--- src/lmac_pkg.sv ---
// Shared types and constants for the 4-bit activation by 8-bit weight linear layer.
package lmac_pkg;

  localparam int LANES           = 8;
  localparam int ACT_BITS        = 4;
  localparam int WEIGHT_BITS     = 8;
  localparam int SUM_BITS        = 32;
  localparam int INDEX_BITS      = 16;
  localparam int VLEN_BITS       = 11;
  localparam int CFG_DATA_BITS   = 16;
  localparam int USED_BITS       = $clog2(LANES + 1);
  localparam int LANE_SHIFT      = 3;
  localparam int PROD_BITS       = ACT_BITS + 1 + WEIGHT_BITS;
  localparam int PSUM_BITS       = PROD_BITS + LANE_SHIFT;
  localparam int MAX_VECTOR_DEF  = 1024;

  localparam logic [VLEN_BITS-1:0]  VLEN_RESET   = VLEN_BITS'(8);
  localparam logic [INDEX_BITS-1:0] NCOUNT_RESET = INDEX_BITS'(1);

  // Item kinds.
  localparam logic KIND_ACT    = 1'b0;
  localparam logic KIND_WEIGHT = 1'b1;

  // Configuration register indexes.
  localparam logic REG_VECTOR_LENGTH = 1'b0;
  localparam logic REG_NEURON_COUNT  = 1'b1;

  typedef logic signed [WEIGHT_BITS-1:0] weight_t;
  typedef weight_t weight_vec_t [LANES];

  // Per-item control that travels down the datapath with a weight group.
  typedef struct packed {
    logic                  valid;
    logic [USED_BITS-1:0]  used;
    logic                  row_end;
    logic                  last;
    logic [INDEX_BITS-1:0] index;
  } step_t;

endpackage

--- src/linear_layer_u4_act_i8_weight_mac_unit.sv ---
// Top level of the linear layer: unsigned 4-bit activations times signed 8-bit weights.
//
// Usage: the block is a command-style unit. A transaction is accepted at a rising
// clock edge where start is high and busy is low; busy is always low, so one item
// can be accepted in every cycle. kind selects the item: an activation load writes
// act_word (eight nibbles, low nibble first) at the next word of the store, and a
// weight group feeds lanes w0..w7 into the dot product of the current neuron.
// When a row of vector_length elements (rounded down to even, at most MAX_VECTOR)
// is complete, result_valid is high for exactly one cycle with neuron_sum, neuron_index
// and last (set on the final neuron of the pass). The receiver cannot stall; each
// result must be taken in the cycle it is shown. After the last neuron the load
// pointer returns to word zero so the next pass loads a fresh vector.
// Pipeline: a closing weight group passes three register stages (store read, lane
// multiply and partial sum, accumulate) before its result is on the ports.
// Throughput is one item per cycle, set by the single store read port and the
// single accumulator.
// Configuration: cfg_write with cfg_index selects vector_length (0) or
// neuron_count (1); write only while no transaction is in flight.
// Reset (rst, synchronous) restores vector_length 8 and neuron_count 1 and clears
// all counters and the accumulator; store contents are undefined until written.
module linear_layer_u4_act_i8_weight_mac_unit import lmac_pkg::*; #(
  parameter int MAX_VECTOR = MAX_VECTOR_DEF
) (
  input  logic                          clk,
  input  logic                          rst,
  input  logic                          start,
  output logic                          busy,
  input  logic                          kind,
  input  logic [SUM_BITS-1:0]           act_word,
  input  logic signed [WEIGHT_BITS-1:0] w0,
  input  logic signed [WEIGHT_BITS-1:0] w1,
  input  logic signed [WEIGHT_BITS-1:0] w2,
  input  logic signed [WEIGHT_BITS-1:0] w3,
  input  logic signed [WEIGHT_BITS-1:0] w4,
  input  logic signed [WEIGHT_BITS-1:0] w5,
  input  logic signed [WEIGHT_BITS-1:0] w6,
  input  logic signed [WEIGHT_BITS-1:0] w7,
  input  logic                          cfg_write,
  input  logic                          cfg_index,
  input  logic [CFG_DATA_BITS-1:0]      cfg_data,
  output logic                          result_valid,
  output logic signed [SUM_BITS-1:0]    neuron_sum,
  output logic [INDEX_BITS-1:0]         neuron_index,
  output logic                          last
);

  // The store holds the whole vector as packed words.
  localparam int DEPTH = (MAX_VECTOR + LANES - 1) / LANES;
  localparam int AW    = (DEPTH > 1) ? $clog2(DEPTH) : 1;

  logic                        accept;
  logic                        wr_en;
  logic [AW-1:0]               wr_addr;
  logic                        rd_en;
  logic [AW-1:0]               rd_addr;
  logic [SUM_BITS-1:0]         rd_data;
  step_t                       step_issue;
  step_t                       step_acc;
  weight_vec_t                 weights;
  logic signed [PSUM_BITS-1:0] psum;

  // Every stage is ready each cycle, so the unit never pushes back.
  assign busy   = 1'b0;
  assign accept = start && !busy;

  assign weights[0] = w0;
  assign weights[1] = w1;
  assign weights[2] = w2;
  assign weights[3] = w3;
  assign weights[4] = w4;
  assign weights[5] = w5;
  assign weights[6] = w6;
  assign weights[7] = w7;

  // Sequencing: counters, configuration and store addressing for each transaction.
  lmac_ctrl #(
    .MAX_VECTOR (MAX_VECTOR),
    .DEPTH      (DEPTH),
    .AW         (AW)
  ) u_ctrl (
    .clk       (clk),
    .rst       (rst),
    .accept    (accept),
    .kind      (kind),
    .cfg_write (cfg_write),
    .cfg_index (cfg_index),
    .cfg_data  (cfg_data),
    .wr_en     (wr_en),
    .wr_addr   (wr_addr),
    .rd_en     (rd_en),
    .rd_addr   (rd_addr),
    .step      (step_issue)
  );

  // A weight group reads its activation word in the cycle it is accepted.
  lmac_store #(
    .DEPTH (DEPTH),
    .AW    (AW)
  ) u_store (
    .clk     (clk),
    .wr_en   (wr_en),
    .wr_addr (wr_addr),
    .wr_data (act_word),
    .rd_en   (rd_en),
    .rd_addr (rd_addr),
    .rd_data (rd_data)
  );

  // Eight lane products reduced to one registered partial sum.
  lmac_dot u_dot (
    .clk      (clk),
    .rst      (rst),
    .step_in  (step_issue),
    .weights  (weights),
    .act_data (rd_data),
    .step_out (step_acc),
    .psum     (psum)
  );

  // Wrapping 32-bit accumulation and the result strobe.
  lmac_acc u_acc (
    .clk          (clk),
    .rst          (rst),
    .step         (step_acc),
    .psum         (psum),
    .result_valid (result_valid),
    .neuron_sum   (neuron_sum),
    .neuron_index (neuron_index),
    .last         (last)
  );

endmodule

--- src/lmac_store.sv ---
// Activation word store: one write port, one registered read port.
module lmac_store import lmac_pkg::*; #(
  parameter int DEPTH = MAX_VECTOR_DEF / LANES,
  parameter int AW    = (DEPTH > 1) ? $clog2(DEPTH) : 1
) (
  input  logic                clk,
  input  logic                wr_en,
  input  logic [AW-1:0]       wr_addr,
  input  logic [SUM_BITS-1:0] wr_data,
  input  logic                rd_en,
  input  logic [AW-1:0]       rd_addr,
  output logic [SUM_BITS-1:0] rd_data
);

  logic [SUM_BITS-1:0] mem [DEPTH];

  always_ff @(posedge clk) begin
    if (wr_en) begin
      mem[wr_addr] <= wr_data;
    end
  end

  always_ff @(posedge clk) begin
    if (rd_en) begin
      rd_data <= mem[rd_addr];
    end
  end

endmodule

--- src/lmac_ctrl.sv ---
// Configuration registers, row and neuron sequencing, and store addressing.
module lmac_ctrl import lmac_pkg::*; #(
  parameter int MAX_VECTOR = MAX_VECTOR_DEF,
  parameter int DEPTH      = (MAX_VECTOR + LANES - 1) / LANES,
  parameter int AW         = (DEPTH > 1) ? $clog2(DEPTH) : 1
) (
  input  logic                     clk,
  input  logic                     rst,
  input  logic                     accept,
  input  logic                     kind,
  input  logic                     cfg_write,
  input  logic                     cfg_index,
  input  logic [CFG_DATA_BITS-1:0] cfg_data,
  output logic                     wr_en,
  output logic [AW-1:0]            wr_addr,
  output logic                     rd_en,
  output logic [AW-1:0]            rd_addr,
  output step_t                    step
);

  localparam int PW = $clog2(MAX_VECTOR + 1);
  localparam int LW = (PW > VLEN_BITS) ? PW : VLEN_BITS;

  logic [VLEN_BITS-1:0]  vector_length;
  logic [INDEX_BITS-1:0] neuron_count;
  logic [AW-1:0]         load_pointer;
  logic [PW-1:0]         position;
  logic [INDEX_BITS-1:0] neuron_counter;

  logic [LW-1:0]         len_sat;
  logic [PW-1:0]         len;
  logic [PW-1:0]         rem;
  logic                  in_row;
  logic [USED_BITS-1:0]  used;
  logic                  row_end;
  logic                  is_last;
  logic [PW-1:0]         word_idx;
  logic                  take_act;
  logic                  take_weight;

  always_comb begin
    len_sat = (LW'(vector_length) > LW'(MAX_VECTOR)) ? LW'(MAX_VECTOR) : LW'(vector_length);
    len     = PW'(len_sat) & ~PW'(1);
    in_row  = position < len;
    rem     = len - position;
    if (!in_row) begin
      used = '0;
    end else if (rem > PW'(LANES)) begin
      used = USED_BITS'(LANES);
    end else begin
      used = rem[USED_BITS-1:0];
    end
    row_end  = !in_row || (rem <= PW'(LANES));
    is_last  = ({1'b0, neuron_counter} + 17'd1) >= {1'b0, neuron_count};
    word_idx = position >> LANE_SHIFT;
  end

  assign take_act    = accept && (kind == KIND_ACT);
  assign take_weight = accept && (kind == KIND_WEIGHT);

  assign wr_en   = take_act;
  assign wr_addr = load_pointer;
  assign rd_en   = take_weight;
  assign rd_addr = AW'(word_idx);

  assign step.valid   = take_weight;
  assign step.used    = used;
  assign step.row_end = row_end;
  assign step.last    = is_last;
  assign step.index   = neuron_counter;

  always_ff @(posedge clk) begin
    if (rst) begin
      vector_length <= VLEN_RESET;
      neuron_count  <= NCOUNT_RESET;
    end else if (cfg_write) begin
      if (cfg_index == REG_VECTOR_LENGTH) begin
        vector_length <= cfg_data[VLEN_BITS-1:0];
      end else begin
        neuron_count <= cfg_data;
      end
    end
  end

  always_ff @(posedge clk) begin
    if (rst) begin
      load_pointer   <= '0;
      position       <= '0;
      neuron_counter <= '0;
    end else if (take_act) begin
      if (load_pointer == AW'(DEPTH - 1)) begin
        load_pointer <= '0;
      end else begin
        load_pointer <= load_pointer + AW'(1);
      end
    end else if (take_weight) begin
      if (row_end) begin
        position <= '0;
        if (is_last) begin
          neuron_counter <= '0;
          load_pointer   <= '0;
        end else begin
          neuron_counter <= neuron_counter + INDEX_BITS'(1);
        end
      end else begin
        position <= position + PW'(used);
      end
    end
  end

`ifndef ASSERT_OFF
  // Rows advance a whole group at a time, so each group starts on a word boundary.
  a_pos_aligned: assert property (@(posedge clk) disable iff (rst)
    position[LANE_SHIFT-1:0] == '0)
    else $error("element position is not word aligned");

  a_lp_range: assert property (@(posedge clk) disable iff (rst)
    load_pointer <= AW'(DEPTH - 1))
    else $error("load pointer beyond store depth");

  a_row_restart: assert property (@(posedge clk) disable iff (rst)
    take_weight && row_end |=> position == '0)
    else $error("row did not restart after its closing group");

  a_load_keeps_row: assert property (@(posedge clk) disable iff (rst)
    take_act |=> $stable(position) && $stable(neuron_counter))
    else $error("activation load disturbed the row in progress");
`endif

endmodule

--- src/lmac_dot.sv ---
// Eight-lane multiply and partial-sum stage for one weight group.
module lmac_dot import lmac_pkg::*; (
  input  logic                       clk,
  input  logic                       rst,
  input  step_t                      step_in,
  input  weight_vec_t                weights,
  input  logic [SUM_BITS-1:0]        act_data,
  output step_t                      step_out,
  output logic signed [PSUM_BITS-1:0] psum
);

  step_t                       step_q;
  weight_vec_t                 weights_q;
  logic signed [PROD_BITS-1:0] prod [LANES];
  logic signed [PSUM_BITS-1:0] psum_next;

  // First stage lines the weights up with the registered store read.
  always_ff @(posedge clk) begin
    if (rst) begin
      step_q <= '0;
    end else begin
      step_q <= step_in;
    end
  end

  always_ff @(posedge clk) begin
    weights_q <= weights;
  end

  // Lanes beyond the used count contribute nothing.
  always_comb begin
    psum_next = '0;
    for (int i = 0; i < LANES; i++) begin
      prod[i] = $signed({1'b0, act_data[i*ACT_BITS +: ACT_BITS]}) * weights_q[i];
      if (USED_BITS'(i) < step_q.used) begin
        psum_next = psum_next + PSUM_BITS'(prod[i]);
      end
    end
  end

  always_ff @(posedge clk) begin
    if (rst) begin
      step_out <= '0;
    end else begin
      step_out <= step_q;
    end
  end

  always_ff @(posedge clk) begin
    psum <= psum_next;
  end

endmodule

--- src/lmac_acc.sv ---
// Row accumulator and result register.
module lmac_acc import lmac_pkg::*; (
  input  logic                        clk,
  input  logic                        rst,
  input  step_t                       step,
  input  logic signed [PSUM_BITS-1:0] psum,
  output logic                        result_valid,
  output logic signed [SUM_BITS-1:0]  neuron_sum,
  output logic [INDEX_BITS-1:0]       neuron_index,
  output logic                        last
);

  logic [SUM_BITS-1:0] acc;
  logic [SUM_BITS-1:0] acc_next;

  assign acc_next = acc + SUM_BITS'(psum);

  always_ff @(posedge clk) begin
    if (rst) begin
      acc          <= '0;
      result_valid <= 1'b0;
    end else begin
      result_valid <= step.valid && step.row_end;
      if (step.valid) begin
        acc <= step.row_end ? '0 : acc_next;
      end
    end
  end

  always_ff @(posedge clk) begin
    if (step.valid && step.row_end) begin
      neuron_sum   <= $signed(acc_next);
      neuron_index <= step.index;
      last         <= step.last;
    end
  end

endmodule
--- config.mk ---
export PLATFORM = sky130hd
export DESIGN_NAME = linear_layer_u4_act_i8_weight_mac_unit
export DESIGN_NICKNAME = d
export VERILOG_FILES = /design/src/lmac_pkg.sv /design/src/linear_layer_u4_act_i8_weight_mac_unit.sv /design/src/lmac_store.sv /design/src/lmac_ctrl.sv /design/src/lmac_dot.sv /design/src/lmac_acc.sv
export SDC_FILE = /design/constraint.sdc
export NUM_CORES = 2
export LEC_CHECK = 0
export BUFFER_PORTS_ARGS = -buffer_cell sky130_fd_sc_hd__buf_2
export CAP_MARGIN = 20
export CORE_MARGIN = 8
export CORE_UTILIZATION = 25
export DETAILED_ROUTE_END_ITERATION = 8
export GPL_TIMING_DRIVEN = 0
export PLACE_DENSITY = 0.41
export SYNTH_ARGS = -nofsm -noshare
export SYNTH_HDL_FRONTEND = slang
export SYNTH_HIERARCHICAL = 1
export SYNTH_SLANG_ARGS = --single-unit
--- constraint.sdc ---
create_clock -name clk -period 23.9 [get_ports clk]
set_input_delay 1.195 -clock clk [delete_from_list [all_inputs] [get_ports clk]]
set_output_delay 1.195 -clock clk [all_outputs]
set_load 0.02 [all_outputs]
==> results_tabular.tex <==
\begin{tabular}{lr}
\hline
Metric & Value \\
\hline
\multicolumn{2}{l}{\textbf{Outcome}} \\
Outcome & finished clean \\
\multicolumn{2}{l}{\textbf{Min path}} \\
Class of the tightest hold or removal check & input pin to register \\
Number of cells traversed by the worst hold path & 1 \\
Hold-critical path endpoint & u\_dot/weights\_q[41]\$\_DFF\_P\_ \\
Critical hold path startpoint & w2[1] \\
\multicolumn{2}{l}{\textbf{Power and ir drop}} \\
Internal power of the cells & 15450 uW \\
Logic pwr share & 30.3\% \\
Clk pwr share & 31.7\% \\
Sequential share of power & 38.0\% \\
Net switching power figure & 7003 uW \\
Worst ir drop on vdd & 0.2482 mV \\
Power density over the cells & 102.9 nW/um2 \\
Pleak & 0.06844 uW \\
Post-layout power & 22450 uW \\
Fraction of power spent switching nets & 31.20\% \\
\multicolumn{2}{l}{\textbf{Die}} \\
Cell Rows & 314 \\
Die H & 872.7 um \\
Chip width & 872.7 um \\
Initial core utilization & 25.10\% \\
Area of the core & 731100 um2 \\
Die area & 761600 um2 \\
I/O pins & 169 \\
\multicolumn{2}{l}{\textbf{Critical path}} \\
Crit Reg-Reg Endpoint & u\_dot/psum[15]\$\_DFF\_P\_ \\
Worst reg-to-reg setup slack & 1.12 ns \\
Cells on worst reg2reg path & 92 \\
Crit path arrival time & 23.62 ns \\
Endpoint required time on the critical path & 24.74 ns \\
Critical-path top delay cell & sky130\_fd\_sc\_hd\_\_fa\_1 \\
RR Startpoint & u\_store/rd\_data[2]\$\_DFFE\_PP\_ \\
Critical path class & register to register \\
Startpoint type of the worst setup path & register \\
Kind of capture point of the worst setup path & register \\
CP dominant cell by count & sky130\_fd\_sc\_hd\_\_inv\_1 \\
Critical path peak fanout & 6 \\
Highest cell delay on the worst timing path & 0.60 ns \\
\multicolumn{2}{l}{\textbf{Global route}} \\
Largest net degree at the start of global routing & 96 \\
Global-route wire length before repair & 782900 um \\
GRT Util Overall & 14.52\% \\
Antenna violations before repair & 136 \\
Via count of the first global-routing pass & 96170 \\
Overflow after GRT & 0 \\
\multicolumn{2}{l}{\textbf{CTS}} \\
H-tree levels & 5 \\
Master cell of the clock root buffer & sky130\_fd\_sc\_hd\_\_clkbuf\_16 \\
TritonCTS Sinks & 4392 \\
Clock Latency Late Sink & 1.05 ns \\
Clock transition at the registers of the reported paths & 0.07 ns \\
Bufs on Longest Clock Path & 4 \\
Number of hold-repair buffers added at the cts stage & 0 \\
Num CTS Buffers & 464 \\
CTS tree & yes \\
\multicolumn{2}{l}{\textbf{Timing}} \\
Crit share post-route & 95.32\% \\
Highest clock rate & 0.04390 GHz \\
Hold Fails Final Rpt & 0 \\
Relative slew slack & 24.70\% \\
Max-slew violations & 0 \\
Min Clock Period, post-route & 22.78 ns \\
Post-Route Hold Slack & 0.3314 ns \\
Largest clock skew in the final design & 0.09917 ns \\
Worst-margin pin slew & 1.130 ns \\
Setup total negative slack & 0 ns \\
Final setup vio count & 0 \\
\multicolumn{2}{l}{\textbf{Routing}} \\
Post-route DRC violation count & 0 \\
Number of routed nets with antenna violations & 0 \\
Detail-routed via count per cell & 4.618 \\
Count of routing violations after the opening detailed-route iteration & 9123 \\
Total vias in the final route & 92940 \\
Total wire length & 568700 um \\
Routed wirelength normalized by instance count & 28.26 um \\
Total iterations of the first detailed-routing run & 8 \\
\multicolumn{2}{l}{\textbf{Placed design}} \\
Cell Area, Placed & 202700 um2 \\
Routability congestion estimate & 0.8229 \\
Port Buf Inserts & 166 \\
Detailed Place HPWL & 412600 um \\
\multicolumn{2}{l}{\textbf{Final layout}} \\
Fillers & 71000 \\
Post-layout instance area & 218200 um2 \\
Post-layout net count & 10560 \\
Util after Layout & 29.85\% \\
Sequential cell area & 129700 um2 \\
Share of final-layout standard cells stronger than drive strength 1 & 27.71\% \\
Growth of design area from synthesis to finish & 18.94\% \\
Combined area of the multi-input logic cells & 51600 um2 \\
\multicolumn{2}{l}{\textbf{Flow run}} \\
Maximum capacitance violations & 0 \\
\multicolumn{2}{l}{\textbf{Synthesis}} \\
Mapped cell area & 183500 um2 \\
Cells after synthesis & 8970 \\
Mean Syn Cell Area & 20.46 um2 \\
Number of nets produced by synthesis & 9653 \\
Number of warnings issued by yosys & 6 \\
\hline
\end{tabular}
-- registers in the layout, summed over array words and instances (netlist names) --
name and flops:
u_acc/neuron_index 16, u_ctrl/wr_addr 7, u_ctrl/vector_length 10, u_dot/psum 16, u_ctrl/neuron_count 16, u_acc/neuron_sum 32
u_dot/step_q 23, u_dot/step_out 19, u_acc/acc 32, u_acc/last 1, u_acc/result_valid 1, u_dot/weights_q 64
u_store/rd_data 32, u_store/mem 4096, u_ctrl/position 11, u_ctrl/neuron_counter 16
-- layout make-up --
type                    instances  share of cell area (%)
diodes                         54                 0.06192
plain buffers                 398                  0.7975
clock buffers                 566                   5.549
clock inverters               295                   1.245
inverters                     429                  0.7385
multi-input cells            3751                   23.65
flip-flops and latches       4392                   59.45
well taps                    9796                   5.616
repair buffers                443                   2.898
-- per-layer routing --
metal  global-route usage [%]  share of wire (%)  vias up
met5                        0              0.033        -
met4                    2.928                2.0       28
met3                    3.183                7.5      702
met2                    23.65                 47     3037
met1                    19.96                 43    50790
li1                         -                  -    38380
-- repair_timing --
action / CTS / global route
setup endpoints to repair: 0 / 3
setup buffers: 0 / 6
gates resized for setup: 0 / 48
-- per-stage QoR --
stage,instances,setup slack (ns)
after floorplan,8970,2.837
after global placement,18930,0.1150
after detailed placement,19180,0.3015
after CTS,20040,0.1789
after global routing,20090,-0.02722
final,20120,1.119
-- power by group through the flow --
stage / Combinational, uW / Clock (uW) / Sequential (uW)
6_report: 6810 / 7110 / 8520
4_1_cts: 6830 / 7330 / 8520
3_3_place_gp: 6770 / 0 / 8700
5_1_grt: 7710 / 7590 / 8520
3_5_place_dp: 6750 / 0 / 8680
2_1_floorplan: 4910 / 0 / 8660
-- worst max-delay path, delay by kind of cell, from the launching register on --
family | cells | cell delay, ns
AO/OA/AOI/OAI | 18 | 3.88
XOR/XNOR | 8 | 1.63
AND/OR/NAND/NOR | 13 | 1.79
flip-flops | 1 | 0.53
adder cells (fa/ha/maj) | 32 | 13.76
buffers and inverters | 21 | 1.04
-- placed cells by master (no fill, tap or decap), types with 50 or more instances in the layout --
master	instances
sky130_fd_sc_hd__buf_2	224
sky130_fd_sc_hd__inv_1	428
sky130_fd_sc_hd__a21o_1	55
sky130_fd_sc_hd__clkinv_2	102
sky130_fd_sc_hd__nor2_4	119
sky130_fd_sc_hd__nor2_1	121
sky130_fd_sc_hd__buf_8	50
sky130_fd_sc_hd__nand2_1	245
sky130_fd_sc_hd__clkbuf_1	305
sky130_fd_sc_hd__clkbuf_16	468
sky130_fd_sc_hd__edfxtp_1	4177
sky130_fd_sc_hd__buf_16	75
sky130_fd_sc_hd__buf_6	55
sky130_fd_sc_hd__fa_1	255
sky130_fd_sc_hd__buf_12	102
sky130_fd_sc_hd__mux2_2	58
sky130_fd_sc_hd__nor2b_1	107
sky130_fd_sc_hd__clkinv_1	110
sky130_fd_sc_hd__mux4_2	1344
sky130_fd_sc_hd__and2_1	215
sky130_fd_sc_hd__dfxtp_1	215
sky130_fd_sc_hd__a21oi_1	189
sky130_fd_sc_hd__xnor2_1	94
sky130_fd_sc_hd__nand3_1	56
sky130_fd_sc_hd__ha_1	307
sky130_fd_sc_hd__diode_2	54
sky130_fd_sc_hd__buf_1	51
sky130_fd_sc_hd__o21ai_0	83
-- worst max-delay path by stage --
stage	startpoint	endpoint	depth (start not counted)
6_report	u_store/rd_data[2]$_DFFE_PP_	u_dot/psum[15]$_DFF_P_	92
5_1_grt	u_store/rd_data[2]$_DFFE_PP_	u_dot/psum[15]$_DFF_P_	92
4_1_cts	u_store/rd_data[3]$_DFFE_PP_	u_dot/psum[15]$_DFF_P_	90
3_5_place_dp	u_store/rd_data[3]$_DFFE_PP_	u_dot/psum[15]$_DFF_P_	90
3_3_place_gp	u_store/rd_data[3]$_DFFE_PP_	u_dot/psum[15]$_DFF_P_	90
2_1_floorplan	u_store/rd_data[3]$_DFFE_PP_	u_dot/psum[15]$_DFF_P_	93
(Power assumes the default switching activity.)
